$ cat src/rtl/imt_pkg.sv
// ----------------------------------------------------------------------------
// IRC tokenizer package
// Shared types, field tags, parser phases and the built-in command table.
// ----------------------------------------------------------------------------
package imt_pkg;

    // Field tags carried with every byte result.
    localparam logic [2:0] TAG_DROP     = 3'd0;
    localparam logic [2:0] TAG_SENDER   = 3'd1;
    localparam logic [2:0] TAG_USERHOST = 3'd2;
    localparam logic [2:0] TAG_COMMAND  = 3'd3;
    localparam logic [2:0] TAG_PARAM    = 3'd4;
    localparam logic [2:0] TAG_DATA     = 3'd5;

    // Command table geometry.
    localparam int unsigned CMD_MAX  = 7;
    localparam int unsigned NUM_CMDS = 20;
    localparam logic [4:0]  NO_CMD   = 5'd20;

    // Requirement bits of a table entry.
    localparam logic [2:0] NEED_SENDER = 3'b001;
    localparam logic [2:0] NEED_USER   = 3'b010;
    localparam logic [2:0] NEED_DATA   = 3'b100;

    // Parser phases, one-hot.
    typedef enum logic [10:0] {
        PH_START    = 11'b000_0000_0001,
        PH_PRE_WS   = 11'b000_0000_0010,
        PH_SENDER   = 11'b000_0000_0100,
        PH_USERHOST = 11'b000_0000_1000,
        PH_CMD_WS   = 11'b000_0001_0000,
        PH_CMD      = 11'b000_0010_0000,
        PH_PARAM_WS = 11'b000_0100_0000,
        PH_PARAM    = 11'b000_1000_0000,
        PH_IGNORE   = 11'b001_0000_0000,
        PH_DATA     = 11'b010_0000_0000,
        PH_DONE     = 11'b100_0000_0000
    } phase_t;

    // One command entry; text is left-justified, first character in the top byte.
    typedef struct packed {
        logic [8*CMD_MAX-1:0] text;
        logic [2:0]           len;
        logic [2:0]           need;
        logic [1:0]           count;
    } cmd_entry_t;

    localparam cmd_entry_t CMD_TABLE [NUM_CMDS] = '{
        '{"PRIVMSG",          3'd7, NEED_USER | NEED_DATA,   2'd1},
        '{{"PONG", 24'h0},    3'd4, NEED_SENDER | NEED_DATA, 2'd0},
        '{{"PING", 24'h0},    3'd4, NEED_DATA,               2'd0},
        '{{"JOIN", 24'h0},    3'd4, NEED_USER,               2'd0},
        '{{"PART", 24'h0},    3'd4, NEED_USER,               2'd1},
        '{{"QUIT", 24'h0},    3'd4, NEED_USER,               2'd0},
        '{{"MODE", 24'h0},    3'd4, NEED_USER,               2'd1},
        '{{"TOPIC", 16'h0},   3'd5, NEED_USER,               2'd1},
        '{{"NOTICE", 8'h0},   3'd6, NEED_DATA,               2'd1},
        '{{"NICK", 24'h0},    3'd4, NEED_USER | NEED_DATA,   2'd0},
        '{{"KICK", 24'h0},    3'd4, NEED_USER,               2'd2},
        '{{"ERROR", 16'h0},   3'd5, NEED_DATA,               2'd0},
        '{{"KILL", 24'h0},    3'd4, NEED_USER | NEED_DATA,   2'd1},
        '{{"433", 32'h0},     3'd3, NEED_SENDER | NEED_DATA, 2'd2},
        '{{"432", 32'h0},     3'd3, NEED_SENDER | NEED_DATA, 2'd2},
        '{{"421", 32'h0},     3'd3, NEED_SENDER | NEED_DATA, 2'd2},
        '{{"353", 32'h0},     3'd3, NEED_SENDER,             2'd3},
        '{{"332", 32'h0},     3'd3, NEED_SENDER,             2'd2},
        '{{"331", 32'h0},     3'd3, NEED_SENDER,             2'd2},
        '{{"001", 32'h0},     3'd3, NEED_SENDER,             2'd0}
    };

    // What the command matcher needs to know about the finished line.
    typedef struct packed {
        logic [8*CMD_MAX-1:0] cmd_text;
        logic [3:0]           cmd_len;
        logic                 has_sender;
        logic                 has_userhost;
        logic                 has_trailing;
        logic [3:0]           param_cnt;
    } line_info_t;

    // Matcher verdict.
    typedef struct packed {
        logic [4:0] code;
        logic       ok;
    } cmd_result_t;

    // One result item as held in the output register.
    typedef struct packed {
        logic       is_summary;
        logic [2:0] field_tag;
        logic [3:0] param_index;
        logic [7:0] char_out;
        logic       token_start;
        logic [4:0] command_code;
        logic       requirements_met;
        logic       has_sender;
        logic       has_userhost;
        logic       has_trailing;
        logic [3:0] param_total;
    } result_t;

endpackage

$ cat src/rtl/imt_cmd_match.sv
// ----------------------------------------------------------------------------
// IRC command matcher
// Compares the collected command text against every table entry in parallel
// and checks the matched entry's sender, user, data and count needs.
// ----------------------------------------------------------------------------
module imt_cmd_match
    import imt_pkg::*;
(
    input  line_info_t  info,
    output cmd_result_t result
);

    logic       hit;
    logic       len_ok;
    logic [2:0] need;
    logic [1:0] count;
    logic       found;

    // Exact-match search; lower table index wins.
    always_comb
    begin
        len_ok = (info.cmd_len >= 4'd1) && (info.cmd_len <= 4'(CMD_MAX));
        result.code = NO_CMD;
        need = '0;
        count = '0;
        found = 1'b0;
        for (int i = NUM_CMDS - 1; i >= 0; i--)
        begin
            hit = len_ok && (info.cmd_len == {1'b0, CMD_TABLE[i].len});
            for (int j = 0; j < CMD_MAX; j++)
            begin
                if ((4'(j) < info.cmd_len) &&
                    (info.cmd_text[8*(CMD_MAX-1-j) +: 8] !=
                     CMD_TABLE[i].text[8*(CMD_MAX-1-j) +: 8]))
                begin
                    hit = 1'b0;
                end
            end
            if (hit)
            begin
                result.code = 5'(i);
                need = CMD_TABLE[i].need;
                count = CMD_TABLE[i].count;
                found = 1'b1;
            end
        end

        // Requirement check for the matched entry.
        result.ok = found;
        if (((need & NEED_SENDER) != '0) && !info.has_sender)
        begin
            result.ok = 1'b0;
        end
        if (((need & NEED_USER) != '0) && !(info.has_sender && info.has_userhost))
        begin
            result.ok = 1'b0;
        end
        if (((need & NEED_DATA) != '0) && !info.has_trailing)
        begin
            result.ok = 1'b0;
        end
        if (info.param_cnt < {2'b00, count})
        begin
            result.ok = 1'b0;
        end
    end

endmodule

$ cat src/rtl/irc_message_tokenizer.sv
// ----------------------------------------------------------------------------
// IRC message tokenizer
// Tags each byte of an IRC line by field and summarizes the line at its end.
// ----------------------------------------------------------------------------
//
//  Channel | Handshake            | Payload
//  --------+----------------------+-----------------------------------------
//  input   | in_valid / in_stall  | char_in, end_of_line
//  output  | out_valid / out_stall| is_summary .. param_total (one request)
//
//  One request is accepted per cycle unless in_stall is high; each yields
//  exactly one result request. A request passes through an input register,
//  then the parse and command match logic, then the result register.
//  Reset returns the parser to the start of a line and empties both registers.
//  A stalled output holds the result register; in_stall rises only while the
//  input register is full and the result register cannot move.
//
module irc_message_tokenizer
    import imt_pkg::*;
#(
    parameter int unsigned PARAM_LIMIT = 15
)
(
    input  logic       clk,
    input  logic       rst_n,
    input  logic       in_valid,
    output logic       in_stall,
    input  logic [7:0] char_in,
    input  logic       end_of_line,
    output logic       out_valid,
    input  logic       out_stall,
    output logic       is_summary,
    output logic [2:0] field_tag,
    output logic [3:0] param_index,
    output logic [7:0] char_out,
    output logic       token_start,
    output logic [4:0] command_code,
    output logic       requirements_met,
    output logic       has_sender,
    output logic       has_userhost,
    output logic       has_trailing,
    output logic [3:0] param_total
);

    localparam logic [7:0] CH_COLON = 8'h3A;
    localparam logic [7:0] CH_BANG  = 8'h21;
    localparam logic [3:0] LIMIT    = 4'(PARAM_LIMIT);

    // Whitespace: space, tab, newline, vertical tab, form feed, carriage return.
    function automatic logic is_ws(input logic [7:0] b);
        return (b == 8'd32) || ((b >= 8'd9) && (b <= 8'd13));
    endfunction

    logic        in_valid_reg;
    logic [7:0]  in_char_reg;
    logic        in_eol_reg;
    logic        out_valid_reg;
    result_t     res_reg;
    result_t     res_next;

    phase_t      phase_reg;
    phase_t      phase_next;
    phase_t      eff_phase;
    logic [3:0]  cmd_len_reg;
    logic [3:0]  cmd_len_next;
    logic [3:0]  param_cnt_reg;
    logic [3:0]  param_cnt_next;
    logic [2:0]  flags_reg;
    logic [2:0]  flags_next;
    logic        bang_reg;
    logic        bang_next;
    logic        cmd_we;
    logic [7:0]  cmd_chars_reg [CMD_MAX];

    logic        advance;
    logic        fire;
    logic        has_u;
    line_info_t  info;
    cmd_result_t match;

    // Pipeline control: the result register moves when empty or taken.
    assign advance  = !out_valid_reg || !out_stall;
    assign fire     = in_valid_reg && advance;
    assign in_stall = in_valid_reg && !advance;

    // Input register.
    always_ff @(posedge clk or negedge rst_n)
    begin
        if (!rst_n)
        begin
            in_valid_reg <= 1'b0;
        end
        else if (!in_stall)
        begin
            in_valid_reg <= in_valid;
        end
    end

    always_ff @(posedge clk)
    begin
        if (in_valid && !in_stall)
        begin
            in_char_reg <= char_in;
            in_eol_reg  <= end_of_line;
        end
    end

    // Summary inputs for the command matcher.
    assign has_u = bang_reg ? flags_reg[1] : flags_reg[0];

    always_comb
    begin
        for (int i = 0; i < CMD_MAX; i++)
        begin
            info.cmd_text[8*(CMD_MAX-1-i) +: 8] = cmd_chars_reg[i];
        end
        info.cmd_len      = cmd_len_reg;
        info.has_sender   = flags_reg[0];
        info.has_userhost = has_u;
        info.has_trailing = flags_reg[2];
        info.param_cnt    = param_cnt_reg;
    end

    imt_cmd_match u_match
    (
        .info   (info),
        .result (match)
    );

    // Parser step: one byte or one end-of-line request.
    always_comb
    begin
        phase_next     = phase_reg;
        cmd_len_next   = cmd_len_reg;
        param_cnt_next = param_cnt_reg;
        flags_next     = flags_reg;
        bang_next      = bang_reg;
        cmd_we         = 1'b0;
        eff_phase      = (phase_reg == PH_START) ? PH_CMD_WS : phase_reg;
        res_next              = '0;
        res_next.command_code = NO_CMD;
        res_next.char_out     = in_char_reg;

        if (in_eol_reg)
        begin
            // Summary of the line, then back to the start of a line.
            res_next.is_summary       = 1'b1;
            res_next.char_out         = 8'd0;
            res_next.command_code     = match.code;
            res_next.requirements_met = match.ok;
            res_next.has_sender       = flags_reg[0];
            res_next.has_userhost     = has_u;
            res_next.has_trailing     = flags_reg[2];
            res_next.param_total      = param_cnt_reg;
            phase_next     = PH_START;
            cmd_len_next   = '0;
            param_cnt_next = '0;
            flags_next     = '0;
            bang_next      = 1'b0;
        end
        else if (in_char_reg == 8'd0)
        begin
            // A zero byte ends the text; the rest of the line is dropped.
            phase_next = PH_DONE;
        end
        else if ((phase_reg == PH_START) && (in_char_reg == CH_COLON))
        begin
            phase_next = PH_PRE_WS;
        end
        else
        begin
            unique case (eff_phase) inside
                PH_PRE_WS:
                begin
                    if (is_ws(in_char_reg))
                    begin
                        phase_next = PH_PRE_WS;
                    end
                    else if (in_char_reg == CH_BANG)
                    begin
                        bang_next  = 1'b1;
                        phase_next = PH_USERHOST;
                    end
                    else
                    begin
                        res_next.field_tag   = TAG_SENDER;
                        res_next.token_start = 1'b1;
                        flags_next[0]        = 1'b1;
                        phase_next           = PH_SENDER;
                    end
                end
                PH_SENDER:
                begin
                    if (is_ws(in_char_reg))
                    begin
                        phase_next = PH_CMD_WS;
                    end
                    else if (in_char_reg == CH_BANG)
                    begin
                        bang_next  = 1'b1;
                        phase_next = PH_USERHOST;
                    end
                    else
                    begin
                        res_next.field_tag = TAG_SENDER;
                    end
                end
                PH_USERHOST:
                begin
                    if (is_ws(in_char_reg))
                    begin
                        phase_next = PH_CMD_WS;
                    end
                    else
                    begin
                        res_next.field_tag   = TAG_USERHOST;
                        res_next.token_start = !flags_reg[1];
                        flags_next[1]        = 1'b1;
                    end
                end
                PH_CMD_WS, PH_CMD:
                begin
                    if (is_ws(in_char_reg))
                    begin
                        phase_next = (eff_phase == PH_CMD) ? PH_PARAM_WS : PH_CMD_WS;
                    end
                    else
                    begin
                        res_next.field_tag   = TAG_COMMAND;
                        res_next.token_start = (cmd_len_reg == 4'd0);
                        cmd_we               = (cmd_len_reg < 4'(CMD_MAX));
                        if (cmd_len_reg < 4'(CMD_MAX + 1))
                        begin
                            cmd_len_next = cmd_len_reg + 4'd1;
                        end
                        phase_next = PH_CMD;
                    end
                end
                PH_PARAM_WS:
                begin
                    if (is_ws(in_char_reg))
                    begin
                        phase_next = PH_PARAM_WS;
                    end
                    else if (in_char_reg == CH_COLON)
                    begin
                        phase_next = PH_DATA;
                    end
                    else if (param_cnt_reg < LIMIT)
                    begin
                        res_next.field_tag   = TAG_PARAM;
                        res_next.param_index = param_cnt_reg;
                        res_next.token_start = 1'b1;
                        param_cnt_next       = param_cnt_reg + 4'd1;
                        phase_next           = PH_PARAM;
                    end
                    else
                    begin
                        phase_next = PH_IGNORE;
                    end
                end
                PH_PARAM:
                begin
                    if (is_ws(in_char_reg))
                    begin
                        phase_next = PH_PARAM_WS;
                    end
                    else
                    begin
                        res_next.field_tag   = TAG_PARAM;
                        res_next.param_index = param_cnt_reg - 4'd1;
                    end
                end
                PH_IGNORE:
                begin
                    if (in_char_reg == CH_COLON)
                    begin
                        phase_next = PH_DATA;
                    end
                end
                PH_DATA:
                begin
                    res_next.field_tag   = TAG_DATA;
                    res_next.token_start = !flags_reg[2];
                    flags_next[2]        = 1'b1;
                end
                default:
                begin
                    phase_next = phase_reg;
                end
            endcase
        end
    end

    // Parser state.
    always_ff @(posedge clk or negedge rst_n)
    begin
        if (!rst_n)
        begin
            phase_reg     <= PH_START;
            cmd_len_reg   <= '0;
            param_cnt_reg <= '0;
            flags_reg     <= '0;
            bang_reg      <= 1'b0;
        end
        else if (fire)
        begin
            phase_reg     <= phase_next;
            cmd_len_reg   <= cmd_len_next;
            param_cnt_reg <= param_cnt_next;
            flags_reg     <= flags_next;
            bang_reg      <= bang_next;
        end
    end

    // Command text; only the first cmd_len bytes are ever compared.
    always_ff @(posedge clk)
    begin
        if (fire && cmd_we)
        begin
            cmd_chars_reg[cmd_len_reg[2:0]] <= in_char_reg;
        end
    end

    // Result register.
    always_ff @(posedge clk or negedge rst_n)
    begin
        if (!rst_n)
        begin
            out_valid_reg <= 1'b0;
        end
        else if (advance)
        begin
            out_valid_reg <= in_valid_reg;
        end
    end

    always_ff @(posedge clk)
    begin
        if (fire)
        begin
            res_reg <= res_next;
        end
    end

    // Output ports.
    assign out_valid        = out_valid_reg;
    assign is_summary       = res_reg.is_summary;
    assign field_tag        = res_reg.field_tag;
    assign param_index      = res_reg.param_index;
    assign char_out         = res_reg.char_out;
    assign token_start      = res_reg.token_start;
    assign command_code     = res_reg.command_code;
    assign requirements_met = res_reg.requirements_met;
    assign has_sender       = res_reg.has_sender;
    assign has_userhost     = res_reg.has_userhost;
    assign has_trailing     = res_reg.has_trailing;
    assign param_total      = res_reg.param_total;

    // A summary leaves the parser at the start of a line.
    a_eol_clears: assert property (@(posedge clk) disable iff (!rst_n)
        (fire && in_eol_reg) |=> (phase_reg == PH_START) && (cmd_len_reg == 4'd0))
        else $error("parser state not cleared after end of line");

    // Byte results never carry a recognized command.
    a_byte_no_cmd: assert property (@(posedge clk) disable iff (!rst_n)
        (out_valid && !is_summary) |-> (command_code == NO_CMD) && !requirements_met)
        else $error("byte result carries a command code");

    // Requirements can only be met by a recognized command.
    a_ok_needs_cmd: assert property (@(posedge clk) disable iff (!rst_n)
        (out_valid && requirements_met) |-> (command_code != NO_CMD))
        else $error("requirements met without a matched command");

    // Parameter index appears only on parameter bytes.
    a_param_index: assert property (@(posedge clk) disable iff (!rst_n)
        (out_valid && (field_tag != TAG_PARAM)) |-> (param_index == 4'd0))
        else $error("parameter index on a non-parameter byte");

endmodule

$ cat config.mk
export PLATFORM = sky130hd
export DESIGN_NAME = irc_message_tokenizer
export DESIGN_NICKNAME = d
export VERILOG_FILES = /design/src/rtl/imt_pkg.sv /design/src/rtl/imt_cmd_match.sv /design/src/rtl/irc_message_tokenizer.sv
export SDC_FILE = /design/constraint.sdc
export NUM_CORES = 1
export LEC_CHECK = 0
export ABC_AREA = 1
export ABC_CLOCK_PERIOD_IN_PS = 3740
export BUFFER_PORTS_ARGS = -buffer_cell sky130_fd_sc_hd__buf_2
export CAP_MARGIN = 20
export CORE_MARGIN = 1.5
export CORE_UTILIZATION = 55
export DETAILED_ROUTE_END_ITERATION = 7
export HOLD_SLACK_MARGIN = 0.08
export PLACE_DENSITY = 0.76
export SLEW_MARGIN = 10
export SYNTH_ARGS = -nofsm -noshare
export SYNTH_HDL_FRONTEND = slang
export SYNTH_SLANG_ARGS = --single-unit
$ cat constraint.sdc
create_clock -name clk -period 3.74 [get_ports clk]
set_input_delay 0.561 -clock clk [delete_from_list [all_inputs] [get_ports clk]]
set_output_delay 0.561 -clock clk [all_outputs]
set_load 0.05 [all_outputs]
==> impl_metrics.yaml <==
synthesis:
  netlist_area_sq_mm: 0.00716
  synth_area_leader_cell: "edfxtp_1"
  syn_inst: 923
  synth_edf_count: 95
  synthDistinctLibCells: 47
  yosys_register_bits: 120
  synth_seq_area_share: 0.486
  synthTopCellsByCount: "245 x nand2_1, 143 x inv_1, 142 x nor2_1"
  yosysTopAreaCellShare: 0.398
  avgSynthCellArea_sq_um: 7.76
  yosysMostFrequentCell: "nand2_1"
  syn_nets: 943
  yosys-top-cells-area: "edfxtp_1 40%, nand2_1 13%, dfrtp_1 8.4%, inv_1 7.5%, nor2_1 7.4%"
  synthArstFlopShare: 0.208
  yosysWarnings: 0
  synth_top_flop_cell: "edfxtp_1"
power:
  intPower_w: 0.00305
  clockPowerShare: 0.265
  cellPowerDensity_mw_per_mm2: 655
  leakagePower_nw: 3.82
  p_sw_frac: 0.426
  p_seq_frac: 0.322
  p_switching_w: 0.00226
  ir_drop_uv: 476
  comb_power_share: 0.414
sta:
  fmax_ghz: 0.330
  hold_viol: 0
  worstMarginPinSlew_ps: 659
  finalSetupViolations: 0
  rsz0062_at_grt: "false"
  fin_hold_ws_ps: 156
  drv_slew: 0
  maxSlewHeadroom: 0.559
  fin_skew_ps: 10.1
  min_period_ps: 3030
  setup_tns_ps: 0
  min_period_over_period: 0.809
detailed_routing:
  viasPerCell: 5.37
  drtPass1Iterations: 5
  ant_nets: 0
  drcViolationCount: 0
  detail_route.wl_per_cell_um: 14.9
  drt-initial-drc-count: 774
  routed_wl_um: 17400
  dr_total_vias: 6270
hold_path:
  hold_class: "in2async"
grt:
  grt_pass1_wl_um: 28200
  grt_overflow: 0
  grt_pass1_vias: 5763
  grt_usage: 0.276
  antenna_found_initial: 0
  grt_max_degree: 32
floorplan:
  core_sq_mm: 0.0127
  io_pins: 45
  rows: 41
  die_width_um: 117
  initial_core_util: 0.565
  dieArea_sq_mm: 0.0137
  die_height_um: 117
worst_setup_path:
  path_cells: "inv_1 > nand3_1 > nor2_1 > nand2_1 > nand3_1 > nor2_1 > nand2_1 > nor4_4 > nand2_1 > nor2_1"
  reg2regPathDepth: 10
  cpMaxStageDelayCell: "edfxtp_1"
  rr_endpoint: "cmd_chars_reg[6][7]$_DFFE_PP_"
  reg2reg_slack_ps: 710
  worstSetupStartpointType: "flip-flop"
  critPathTopFamily: "simple AND/OR/NAND/NOR gates"
  critPathMaxFanout: 10
  path_buf_inv: 1
  crit_path_end: "cmd_chars_reg[6][7]$_DFFE_PP_"
  max_stage_delay_ps: 610
  critical_path_arrival_ps: 3070
  worstSetupStartpoint: "in_char_reg[1]$_DFFE_PP_"
  worstSetupPathType: "reg2reg"
  cp.depth: 10
  cp-end-kind: "flip-flop"
  required_ps: 3790
  r2r-start: "in_char_reg[1]$_DFFE_PP_"
final_layout:
  largest_register_ffs: 56
  fin_nets: 1004
  diodes: 0
  syn_to_final_growth_pct: 13.2
  final_area_sq_mm: 0.00811
  fill_cells: 1068
  drive_above_1_share: 0.132
clocking:
  cts_tree: "built"
  root_buffer: "clkbuf_16"
  clockBufferDepth: 2
  cts_sinks: 120
  clk_pin_slew_ps: 60
  postCtsSetupBuffers: 0
  cts.htree.levels: 4
  clk_latency_ps: 420
  cts_made_buffers: 17
  post_cts_resized: 0
  hold_buffers: 0
run:
  timing.max_cap.violations: 0
place:
  gp_congestion: 1.00
  place_hpwl_um: 13100
  dpl_cell_area_sq_mm: 0.00759
  portBuffers: 44
status:
  status: "completed"
-- worst min path at each step --
| stage | start | end | slack, ps | cells past startpoint |
|---|---|---|---|---|
| 6_report | rst_n | flags_reg[2]$_DFFE_PN0P_ | 160 | 1 |
| 5_1_grt | rst_n | phase_reg[3]$_DFFE_PN0P_ | 210 | 1 |
| 4_1_cts | rst_n | flags_reg[2]$_DFFE_PN0P_ | 180 | 1 |
| 3_5_place_dp | in_valid_reg$_DFFE_PN0N_ | out_valid$_DFFE_PN0N_ | 480 | 2 |
| 3_3_place_gp | in_valid_reg$_DFFE_PN0N_ | out_valid$_DFFE_PN0N_ | 470 | 2 |
| 2_1_floorplan | rst_n | bang_reg$_DFFE_PN0P_ | 270 | 0 |
-- layout by cell type (no fill, tap or decap), types with 3 or more instances in the layout --
| cell | n |
|---|---|
| buf_2 | 44 |
| o21ai_0 | 26 |
| nand4_1 | 26 |
| inv_2 | 9 |
| nand2_1 | 245 |
| clkinv_2 | 5 |
| nand3_1 | 73 |
| a31oi_1 | 4 |
| o211ai_1 | 3 |
| clkbuf_16 | 17 |
| ha_1 | 7 |
| buf_4 | 6 |
| a21oi_1 | 32 |
| nor3_1 | 17 |
| nor2_4 | 5 |
| o21ai_2 | 4 |
| nand3b_1 | 3 |
| edfxtp_1 | 95 |
| nor2_1 | 141 |
| clkinvlp_4 | 4 |
| dfrtp_1 | 24 |
| o21ai_1 | 8 |
| inv_1 | 143 |
| nand3_2 | 4 |
| nand2_2 | 8 |
| nor2_2 | 8 |
-- per-layer routing --
metal / vias up / global-route usage / wire length (um) / share of wire
met3: 25 / 0.0623 / 1420 / 0.082
met2: 271 / 0.430 / 7860 / 0.45
met4: 0 / 0.0843 / 328 / 0.019
met5: - / 0 / 0 / 0
met1: 2845 / 0.389 / 7790 / 0.45
li1: 3129 / - / - / -
-- cell type report --
type / count / area [sq um] / share of cell area
tap: 172 / 215 / 0.0265
sequential: 120 / 3480 / 0.429
timing repair buffer: 50 / 265 / 0.0327
clock inverter: 13 / 83.8 / 0.0103
clock buffer: 18 / 429 / 0.0529
multi-input combinational: 642 / 3060 / 0.377
inverter: 153 / 576 / 0.0710
-- cell families (layout without fill, tap and decap cells) --
kind of cell               count (synthesis)  after routing  share of synthesized area
xor gates and xnor gates                   2              2                    0.00245
adders and majority gates                  7              7                     0.0122
AOI/OAI and AO/OA                         86             86                     0.0678
DFF                                      120            120                      0.486
and+or+nand+nor                          547            547                      0.344
buffers and inverters                    161            234                     0.0870
-- metrics by stage --
step	util	worst slack (ps)	instances	total power [W]
global placement	0.599	777	1137	0.00389
CTS	0.640	761	1168	0.00529
detailed placement	0.599	774	1137	0.00389
finish	0.640	713	1168	0.00531
global route	0.640	494	1168	0.00566
floorplan	-	448	923	0.00339
-- power groups by stage --
stage	Clock [W]	Sequential, W	Combinational [W]
after floorplan	0	0.00186	0.00154
after global placement	0	0.00173	0.00216
after detailed placement	0	0.00173	0.00216
after CTS	0.00141	0.00171	0.00217
after global routing	0.00147	0.00173	0.00245
final	0.00141	0.00171	0.00220
Note: power is estimated with default switching activity, not from simulation.
